$ cat config.mk
export PLATFORM = sky130hd
export DESIGN_NAME = qte_sqrt_stage
export DESIGN_NICKNAME = d
export VERILOG_FILES = /design/src/design/qte_pkg.sv /design/src/design/qte_sqrt_stage.sv
export SDC_FILE = /design/constraint.sdc
export NUM_CORES = 1
export LEC_CHECK = 0
export BUFFER_PORTS_ARGS = -buffer_cell sky130_fd_sc_hd__buf_2
export CORE_ASPECT_RATIO = 1.4
export CORE_MARGIN = 1.5
export CORE_UTILIZATION = 47
export DETAILED_ROUTE_END_ITERATION = 10
export PLACE_DENSITY = 0.73
export SLEW_MARGIN = 20
export SYNTH_ARGS = -nofsm -noshare
export SYNTH_HDL_FRONTEND = slang
export SYNTH_SLANG_ARGS = --single-unit
$ cat constraint.sdc
create_clock -name clock -period 5.2 [get_ports clock]
set_clock_uncertainty 0.2 [all_clocks]
set_input_delay 1.04 -clock clock [delete_from_list [all_inputs] [get_ports clock]]
set_output_delay 1.04 -clock clock [all_outputs]
set_load 0.01 [all_outputs]
$ cat src/design/qte_pkg.sv
// Shared types, widths and constants for the quaternion to Euler angle unit.
`timescale 1ns / 1ps

package qte_pkg;

   localparam int FIELD_W    = 16;  // input component and result field width
   localparam int PROD_W     = 32;  // 16 x 16 signed product
   localparam int ARG_W      = 34;  // atan2/asin arguments, 2^28 = 1.0
   localparam int ARG_FRAC   = 28;
   localparam int MAG_W      = 28;  // |asin argument| when not clamped
   localparam int SQ_W       = 58;  // square root remainder and root
   localparam int SQRT_STEPS = 29;  // one result bit per step
   localparam int SQRT_W     = 29;  // width of the final root
   localparam int CW         = 38;  // CORDIC x/y datapath
   localparam int ZW         = 34;  // angle accumulator, 2^31 = pi
   localparam int ZACC_FRAC  = 32;  // accumulator bits per full turn
   localparam int TAB_LEN    = 24;

   localparam logic signed [ARG_W-1:0] ONE_ARG   = 34'sd268435456;
   localparam logic        [SQ_W-1:0]  ONE_SQ    = SQ_W'(1) << (2 * ARG_FRAC);
   localparam logic signed [ZW-1:0]    QUARTER_Z = 34'sd1073741824;

   // atan(2^-i), 2^31 = pi
   localparam logic signed [ZW-1:0] ATAN_TAB [TAB_LEN] = '{
      34'sh020000000, 34'sh012E4051E, 34'sh009FB385B, 34'sh0051111D4,
      34'sh0028B0D43, 34'sh00145D7E1, 34'sh000A2F61E, 34'sh000517C55,
      34'sh00028BE53, 34'sh000145F2F, 34'sh0000A2F98, 34'sh0000517CC,
      34'sh000028BE6, 34'sh0000145F3, 34'sh00000A2FA, 34'sh00000517D,
      34'sh0000028BE, 34'sh00000145F, 34'sh000000A30, 34'sh000000518,
      34'sh00000028C, 34'sh000000146, 34'sh0000000A3, 34'sh000000051
   };

   typedef struct packed {
      logic signed [ARG_W-1:0] sr;
      logic signed [ARG_W-1:0] cr;
      logic signed [ARG_W-1:0] sy;
      logic signed [ARG_W-1:0] cy;
      logic signed [ARG_W-1:0] sp;
      logic                    clamp;
   } arg_set_type;

   typedef struct packed {
      logic [SQ_W-1:0] rem;
      logic [SQ_W-1:0] root;
   } sqrt_state_type;

   typedef struct packed {
      logic signed [CW-1:0] x;
      logic signed [CW-1:0] y;
      logic signed [ZW-1:0] z;
      logic                 zero;
   } cordic_vec_type;

   typedef struct packed {
      logic clamp;
      logic neg;
   } pitch_meta_type;

   // quarter-turn pre-rotation into the right half plane
   function automatic cordic_vec_type cordic_prerot(input logic signed [CW-1:0] y,
                                                    input logic signed [CW-1:0] x);
      cordic_vec_type v;
      v.zero = (x == '0) && (y == '0);
      v.x    = x;
      v.y    = y;
      v.z    = '0;
      if (x < 0) begin
         if (y >= 0) begin
            v.x = y;
            v.y = -x;
            v.z = QUARTER_Z;
         end else begin
            v.x = -y;
            v.y = x;
            v.z = -QUARTER_Z;
         end
      end
      return v;
   endfunction

endpackage

$ cat src/design/qte_sqrt_stage.sv
// One step of the bit-per-stage integer square root.
`timescale 1ns / 1ps

module qte_sqrt_stage
   import qte_pkg::*;
#(
   parameter int STEP = 0
) (
   input  logic           clock,
   input  logic           advance,
   input  sqrt_state_type st_in,
   output sqrt_state_type st_out
);

   localparam logic [SQ_W-1:0] BIT = SQ_W'(1) << (2 * (SQRT_STEPS - 1 - STEP));

   sqrt_state_type st_ff, st_in_next;
   logic [SQ_W-1:0] trial;

   always_comb begin
      trial = st_in.root + BIT;
      if (st_in.rem >= trial) begin
         st_in_next.rem  = st_in.rem - trial;
         st_in_next.root = (st_in.root >> 1) + BIT;
      end else begin
         st_in_next.rem  = st_in.rem;
         st_in_next.root = st_in.root >> 1;
      end
   end

   always_ff @(posedge clock) begin
      if (advance) begin
         st_ff <= st_in_next;
      end
   end

   assign st_out = st_ff;

endmodule

==> results.json <==
{
  "status": "complete, no violations",
  "dieArea_sq_mm": 0.0184,
  "slew_violations": 0,
  "hold_viol_final": 0,
  "hold_class": "primary input to flop",
  "min_period_ns": 4.33,
  "seq_area_frac_synth": 0.422,
  "netlist.area_leader.share": 0.422,
  "cap_violations": 0,
  "layout_setup_ws_ns": 0.869,
  "cp_common_cell": "inv_1",
  "syn_area_sq_mm": 0.00826,
  "grt-busiest-layer": "met2",
  "die_w_um": 115,
  "dr.pass1.iters": 5,
  "path_max_fanout": 26,
  "drive_gt1_frac": 0.315,
  "syn_nets": 963,
  "peakVddDrop_v": 0.000165,
  "port-buffer-count": 233,
  "n_antenna_cell": 0,
  "cts_tree": "yes",
  "cts_resized": 0,
  "first_iter_violations": 370,
  "largest_reg_flops": 116,
  "overflow": 0,
  "fin_nets": 1188,
  "power_mw": 3.32,
  "track_usage": 0.255,
  "grt_first_pass_wirelength_um": 36000,
  "fin_tns_setup_ns": 0,
  "grt_max_degree": 43,
  "ys_warn_count": 0,
  "path_cells": "buf_2 -> inv_1 -> ha_1 -> inv_1 -> fa_1 -> a21o_1 -> a221o_1 -> a22oi_2 -> a211oi_2 -> o21ai_2 -> a21oi_4 -> a311oi_4 -> o21ai_4 -> buf_4 -> mux2_4",
  "yosys.area.top_type": "edfxtp_1",
  "pre_cts_slack_ns": 0.430,
  "dpl.hpwl_um": 18200,
  "vias": 7067,
  "cts-root-buf": "clkbuf_16",
  "synth_flop_cell": "edfxtp_1",
  "gp_congestion": 0.926,
  "post-route-period-util": 0.833,
  "cts_setup_buffers": 0,
  "ioPinCount": 234,
  "synth.most_common_cell": "edfxtp_1",
  "slowest_stage": "fa_1",
  "use_met2": 0.472,
  "htree_levels": 4,
  "crit_path_end_kind": "flop",
  "grt_util_met3": 0.0486,
  "finalSetupViolCount": 0,
  "synth_commonest_cells": "116 x edfxtp_1, 73 x inv_1, 66 x a21oi_1",
  "worst_pin_slew_ns": 0.679,
  "synthCells": 786,
  "slowest_delay_ns": 0.40,
  "synth.ff_latch_count": 116,
  "grt_pass1_vias": 7150,
  "ant_nets": 0,
  "synth_area_leaders": "edfxtp_1 42%, ha_1 8.8%, mux2_4 6.7%",
  "grtUsageMet1": 0.283,
  "syn_area_per_cell_sq_um": 10.5,
  "areaGrowthSynthToFinish_pct": 23.4,
  "worst_ep_required_time_ns": 5.17,
  "slew_headroom": 0.548,
  "start_util": 0.479,
  "dieHeight_um": 160,
  "async_flop_share": 0,
  "power_density_mw_per_mm2": 325,
  "path_class": "primary input to flop",
  "final_util": 0.591,
  "synth_edf_count": 116,
  "numClockSinks": 116,
  "worstSetupStartpointType": "primary input",
  "p_leak_nw": 4.65,
  "cts_buffer_depth": 2,
  "coreArea_sq_mm": 0.0173,
  "postCtsHoldBufs": 0,
  "fmaxAchievable_mhz": 231,
  "rsz0062_at_grt": "false",
  "totalWireLength_um": 23200,
  "route.detailed.drc": 0,
  "worstPathArrival_ns": 4.30,
  "wl_per_cell_um": 18.4,
  "grt_antenna_before_repair": 1,
  "clk_pin_slew_worst_paths_ns": 0.06,
  "avgViaCountPerCell": 5.61,
  "synth_cell_types": 64,
  "num_rows": 57,
  "cts_made_buffers": 17
}
==> placed cells by master, fill, tap and decap left out, types with 6 or more instances in the layout <==
master	Yosys	final
buf_2	0	232
edfxtp_1	116	116
inv_1	73	73
a21oi_1	66	66
ha_1	58	58
mux2_4	37	37
a21o_1	35	35
o21ai_0	33	33
nand2_1	33	33
nor2_1	31	31
xnor2_1	30	30
nor3_1	21	21
o211ai_1	17	17
clkbuf_16	0	17
nand4_1	16	16
nand3_1	16	16
o21a_1	15	15
xor2_1	14	14
o21bai_1	12	12
a211oi_1	10	10
mux2_2	10	10
a31oi_1	9	9
and3_1	9	9
buf_4	1	9
and2_1	8	8
nand2b_1	7	7
o31ai_1	7	7
nor2b_1	6	6
==> final cells by class <==
| cell class | count | area [sq um] |
|---|---|---|
| inverter | 73 | 274 |
| sequential | 116 | 3480 |
| timing repair buffer | 241 | 1230 |
| fill | 1518 | 7060 |
| clock inverter | 13 | 140 |
| clock buffer | 19 | 433 |
| tap | 236 | 295 |
| multi-input combinational | 562 | 4340 |
==> critical path: cells and delay by family <==
kind	cells	cell delay [ns]
compound gates	8	1.79
fa+ha+maj	2	0.55
buf+inv	4	0.54
mux	1	0.36
==> stage by stage <==
step                cell area [sq um]  hold slack, ns  std cells
floorplan                        8260           0.939        786
global placement                 9620            1.03       1228
detailed placement               9620            1.03       1228
CTS                             10200           0.585       1260
global route                    10200           0.594       1260
finish                          10200           0.598       1260
==> report_power, final <==
| part | internal [mW] | switching, mW |
|---|---|---|
| combinational | 0.422 | 0.520 |
| clock | 0.741 | 0.432 |
| sequential | 1.17 | 0.0319 |
| total | 2.33 | 0.984 |
==> routing by layer <==
metal | up-vias | wire, um
met5 | - | 0
met3 | 49 | 1330
met4 | 0 | 689
li1 | 3404 | -
met2 | 275 | 12500
met1 | 3339 | 8700
==> kinds of logic after synthesis <==
| group | share of synthesized area |
|---|---|
| compound gates | 0.194 |
| buf+inv | 0.0531 |
| flops | 0.422 |
| xor+xnor | 0.0466 |
| simple gates | 0.107 |
| mux | 0.0869 |
| fa+ha+maj | 0.0902 |
==> worst paths after layout <==
kind                           endpoint  cells past startpoint  slack (ns)       from
setup / recovery  st_out[107]$_DFFE_PP_                     15        0.87  st_in[58]
hold / removal     st_out[41]$_DFFE_PP_                      1        0.60  st_in[42]
(Power assumes the default switching activity.)
