## src/design/qte_pkg.sv

```systemverilog
// Shared types, widths and constants for the quaternion to Euler angle unit.
`timescale 1ns / 1ps

package qte_pkg;

   localparam int FIELD_W    = 16;  // input component and result field width
   localparam int PROD_W     = 32;  // 16 x 16 signed product
   localparam int ARG_W      = 34;  // atan2/asin arguments, 2^28 = 1.0
   localparam int ARG_FRAC   = 28;
   localparam int MAG_W      = 28;  // |asin argument| when not clamped
   localparam int SQ_W       = 58;  // square root remainder and root
   localparam int SQRT_STEPS = 29;  // one result bit per step
   localparam int SQRT_W     = 29;  // width of the final root
   localparam int CW         = 38;  // CORDIC x/y datapath
   localparam int ZW         = 34;  // angle accumulator, 2^31 = pi
   localparam int ZACC_FRAC  = 32;  // accumulator bits per full turn
   localparam int TAB_LEN    = 24;

   localparam logic signed [ARG_W-1:0] ONE_ARG   = 34'sd268435456;
   localparam logic        [SQ_W-1:0]  ONE_SQ    = SQ_W'(1) << (2 * ARG_FRAC);
   localparam logic signed [ZW-1:0]    QUARTER_Z = 34'sd1073741824;

   // atan(2^-i), 2^31 = pi
   localparam logic signed [ZW-1:0] ATAN_TAB [TAB_LEN] = '{
      34'sh020000000, 34'sh012E4051E, 34'sh009FB385B, 34'sh0051111D4,
      34'sh0028B0D43, 34'sh00145D7E1, 34'sh000A2F61E, 34'sh000517C55,
      34'sh00028BE53, 34'sh000145F2F, 34'sh0000A2F98, 34'sh0000517CC,
      34'sh000028BE6, 34'sh0000145F3, 34'sh00000A2FA, 34'sh00000517D,
      34'sh0000028BE, 34'sh00000145F, 34'sh000000A30, 34'sh000000518,
      34'sh00000028C, 34'sh000000146, 34'sh0000000A3, 34'sh000000051
   };

   typedef struct packed {
      logic signed [ARG_W-1:0] sr;
      logic signed [ARG_W-1:0] cr;
      logic signed [ARG_W-1:0] sy;
      logic signed [ARG_W-1:0] cy;
      logic signed [ARG_W-1:0] sp;
      logic                    clamp;
   } arg_set_type;

   typedef struct packed {
      logic [SQ_W-1:0] rem;
      logic [SQ_W-1:0] root;
   } sqrt_state_type;

   typedef struct packed {
      logic signed [CW-1:0] x;
      logic signed [CW-1:0] y;
      logic signed [ZW-1:0] z;
      logic                 zero;
   } cordic_vec_type;

   typedef struct packed {
      logic clamp;
      logic neg;
   } pitch_meta_type;

   // quarter-turn pre-rotation into the right half plane
   function automatic cordic_vec_type cordic_prerot(input logic signed [CW-1:0] y,
                                                    input logic signed [CW-1:0] x);
      cordic_vec_type v;
      v.zero = (x == '0) && (y == '0);
      v.x    = x;
      v.y    = y;
      v.z    = '0;
      if (x < 0) begin
         if (y >= 0) begin
            v.x = y;
            v.y = -x;
            v.z = QUARTER_Z;
         end else begin
            v.x = -y;
            v.y = x;
            v.z = -QUARTER_Z;
         end
      end
      return v;
   endfunction

endpackage

```

## src/design/qte_cordic_stage.sv

```systemverilog
// One vectoring CORDIC micro-rotation, registered.
`timescale 1ns / 1ps

module qte_cordic_stage
   import qte_pkg::*;
#(
   parameter int STEP = 0
) (
   input  logic           clock,
   input  logic           advance,
   input  cordic_vec_type vec_in,
   output cordic_vec_type vec_out
);

   cordic_vec_type vec_ff, vec_in_next;
   logic signed [CW-1:0] dx, dy;

   always_comb begin
      dx               = vec_in.y >>> STEP;
      dy               = vec_in.x >>> STEP;
      vec_in_next.zero = vec_in.zero;
      if (vec_in.y >= 0) begin
         vec_in_next.x = vec_in.x + dx;
         vec_in_next.y = vec_in.y - dy;
         vec_in_next.z = vec_in.z + ATAN_TAB[STEP];
      end else begin
         vec_in_next.x = vec_in.x - dx;
         vec_in_next.y = vec_in.y + dy;
         vec_in_next.z = vec_in.z - ATAN_TAB[STEP];
      end
   end

   always_ff @(posedge clock) begin
      if (advance) begin
         vec_ff <= vec_in_next;
      end
   end

   assign vec_out = vec_ff;

endmodule
```

## config.mk

```make
export PLATFORM = sky130hd
export DESIGN_NAME = qte_cordic_stage
export DESIGN_NICKNAME = d
export VERILOG_FILES = /design/src/design/qte_pkg.sv /design/src/design/qte_cordic_stage.sv
export SDC_FILE = /design/constraint.sdc
export NUM_CORES = 1
export LEC_CHECK = 0
export BUFFER_PORTS_ARGS = -buffer_cell sky130_fd_sc_hd__buf_2
export CAP_MARGIN = 0
export CORE_ASPECT_RATIO = 0.8
export CORE_MARGIN = 3
export CORE_UTILIZATION = 51
export DETAILED_ROUTE_END_ITERATION = 8
export PLACE_DENSITY = 0.82
export SLEW_MARGIN = 20
export SYNTH_ARGS = -nofsm -noshare
export SYNTH_HDL_FRONTEND = slang
export SYNTH_SLANG_ARGS = --single-unit
```

## constraint.sdc

```tcl
create_clock -name clock -period 3.2 [get_ports clock]
set_clock_uncertainty 0.1 [all_clocks]
set_input_delay 0.48 -clock clock [delete_from_list [all_inputs] [get_ports clock]]
set_output_delay 0.48 -clock clock [all_outputs]
set_load 0.01 [all_outputs]
```

==> results.cfg <==
[placed_design]
numPortBuffers = 223
gp_congestion = 1.016
dp_slack_ns = -0.5798
post-dp-hpwl_um = 32100
dp_cells = 1854

[logic_synthesis]
yosysTopAreaCell = edfxtp_1
ys_warn_count = 0
synth_seq_area_share_pct = 32.14
postSynth.asyncResetShare_pct = 0
avgSynthCellArea_sq_um = 8.791
synth-main-ff-cell = edfxtp_1
synthTopCellsByArea = edfxtp_1 (32%), ha_1 (14%), a21oi_1 (6.5%), xnor2_1 (6.0%), inv_1 (4.2%)
yosysTopAreaCellShare_pct = 32.14
syn_nets = 1400
synthCells = 1169
ys_types = 81
synth_edf_count = 110
ys_ff_latch = 110
syn-cell-area_sq_um = 10280

[worst_setup_path]
end_kind = flip-flop
critPathLaunch = vec_in[46]
critPathMaxFanout = 4
cpPeakStageDelay_ns = 0.37
cp_num_cells = 14
crit_arrival_ns = 3.16
worst_path_max_delay_cell = ha_1
crit_type = input pin to flip-flop
crit_chain = buf_2 > inv_1 > ha_1 > buf_4 > inv_1 > a21oi_1 > o311ai_0 > buf_4 > or2_4 > o41a_1 > a211o_2 > nand2_4 > a31oi_2 > xnor2_1
path_buf_inv = 5
cp_data_required_time_ns = 3.22
cp_top_family = compound AO/OA/AOI/OAI gates
crit_end = vec_out[65]
start_kind = input pin

[timing]
setup_violations = 0
fin_ws_ns = 0.06620
slew_headroom_pct = 44.08
holdWs_ns = 0.1795
post-route-period-util_pct = 97.93
period_minus_slack_ns = 3.134
drv_slew = 0
final_hold_viol_count = 0
rsz0062_at_grt = yes
max_freq_mhz = 319.1
max_slew.worst_pin.slew_ns = 0.8300

[power_and_ir_drop]
total_leakage_power_nw = 6.508
power_mw = 5.604
ir_worst_vdd_mv = 0.2605
switching_share_pct = 37.64
p_seq_share_pct = 34.6
power_frac_comb_pct = 43.6
p_per_area_nw_per_um2 = 404.0
power_switching_mw = 2.109
power_frac_clock_pct = 21.8
p_int_mw = 3.495

[cts]
cts_root_buf = clkbuf_16
cts_buffers = 9
tritoncts = done
htree_levels = 3
clock_sinks = 110
clkSlewWorstSetupHoldPaths_ns = 0.09
clk_path_buf_depth = 2

[global_routing]
antenna_found_initial = 1
grt_pass1_wl_um = 57900
grt_pass1_vias = 10300
grt.total_usage_pct = 34.30
grt_max_degree = 47
grt_remaining_overflow = 0

[drt]
drc = 0
post_drt_wl_per_cell_um = 20.64
top_layer = met4
wl_met1_um = 17260
drt-total-wl_um = 38630
drtPass1Iterations = 6
dr_wl_met3_um = 5139
wl_met2_um = 15450
vias_per_cell = 5.858
vias = 10970
drtIter0Drc = 1372
ant_nets = 0

[floorplanning]
start_util_pct = 53.06
die_width_um = 164.7
io_pins = 224
dieArea_sq_um = 21900
num_rows = 45
core_area_sq_um = 19370
die_y_um = 133.0

[final_layout]
drive_gt1_share_pct = 33.48
fin_cells = 1872
regArea_sq_um = 3303
syn_to_final_growth_pct = 34.97
n_fill_cell = 1560
fin_nets = 1839
multi_input_area_sq_um = 6375
largest_reg_flops = 110

[run_status]
status = finished, final reports clean

[job]
cap_violations = 0

[worst_hold_path]
hold_class = input pin to flip-flop
==> layer usage <==
| layer | GRT usage, % | up-vias |
|---|---|---|
| li1 | - | 5065 |
| met5 | 0 | - |
| met2 | 47.49 | 737 |
| met4 | 8.104 | 0 |
| met1 | 53.11 | 5096 |
| met3 | 8.607 | 68 |
==> how the worst min path moves through the flow <==
stage / endpoint / start / slack, ns / cells after the start
after floorplan: vec_out[0] / vec_in[0] / 0.48 / 0
after global placement: vec_out[14] / vec_in[14] / 0.56 / 1
after detailed placement: vec_out[15] / vec_in[15] / 0.56 / 1
after CTS: vec_out[2] / vec_in[2] / 0.17 / 1
after global routing: vec_out[1] / vec_in[1] / 0.17 / 1
final: vec_out[20] / vec_in[20] / 0.18 / 1
==> cell families after synthesis <==
logic type	count (synthesis)	share of synthesized area (%)
compound gates	375	23.46
simple gates	290	13.81
buf+inv	174	6.916
fa+ha+maj	118	14.66
flops	110	32.14
xor+xnor	76	6.478
mux	26	2.533
==> placed cells by master, fill, tap and decap left out, types with 6 or more instances in the layout <==
cell       synthesis  routed
buf_4              5     256
buf_2             25     222
a21oi_1          133     131
inv_1            116     116
ha_1             114     113
edfxtp_1         110     110
nor2_1           101     101
o21ai_0           75      72
xnor2_1           70      70
nand2_1           51      51
nand3_1           27      27
mux2i_1           26      26
o21bai_1          25      25
a21o_1            20      20
nor3_1            19      19
o21a_1            16      16
nand4_1           15      15
nand2b_1          13      13
nor2b_1           14      13
a31oi_1           13      11
or3_1             10      10
nor4_1            10       9
clkbuf_16          0       9
o211ai_1           8       8
a211oi_1           8       7
xor2_1             6       6
o21ai_1            4       6
==> metrics by stage <==
step / cell area, sq um / setup TNS, ns / utilization (%)
2_1_floorplan: 10280 / 0 / -
3_3_place_gp: 13430 / -7.139 / 69.33
3_5_place_dp: 13430 / -8.933 / 69.33
4_1_cts: 13780 / 0 / 71.16
5_1_grt: 13870 / -0.01008 / 71.60
6_report: 13870 / 0 / 71.61
==> cells in the mapped netlist, types with 6 or more instances <==
cell / instances
xor2_1: 6
o21a_1: 16
o31ai_1: 7
o21bai_1: 25
nor2b_1: 14
buf_2: 25
a21o_1: 20
mux2i_1: 26
clkbuf_1: 14
buf_1: 8
edfxtp_1: 110
nor4_1: 10
a21oi_1: 133
or3_1: 10
inv_1: 116
ha_1: 114
nand2b_1: 13
nand4_1: 15
nand2_1: 51
nand3_1: 27
nor2_1: 101
nor3_1: 19
o211ai_1: 8
xnor2_1: 70
a31oi_1: 13
o21ai_0: 75
a211oi_1: 8
==> final cells by class <==
cell class	count	area share, %
repair buffers	481	22.30
inverters	121	3.275
diodes	1	0.01804
well taps	258	2.327
clock inverters	7	0.6766
clock buffers	9	1.624
multi-input cells	885	45.96
flip-flops and latches	110	23.82
==> repair_timing <==
item | in CTS | in global routing
buffers inserted | 0 | 1
setup endpoints to repair | 7 | 17
pin swaps | 0 | 4
hold buffers | 0 | 0
resized for setup | 8 | 17
gates cloned | 0 | 0
==> power groups by stage <==
| stage | clock [mW] | sequential (mW) | combinational [mW] |
|---|---|---|---|
| after floorplan | 0 | 2.07 | 1.10 |
| after global placement | 0 | 1.97 | 2.31 |
| after detailed placement | 0 | 1.98 | 2.34 |
| after CTS | 1.23 | 1.94 | 2.36 |
| after global routing | 1.29 | 1.96 | 2.61 |
| final | 1.22 | 1.94 | 2.44 |
(Power assumes the default switching activity.)
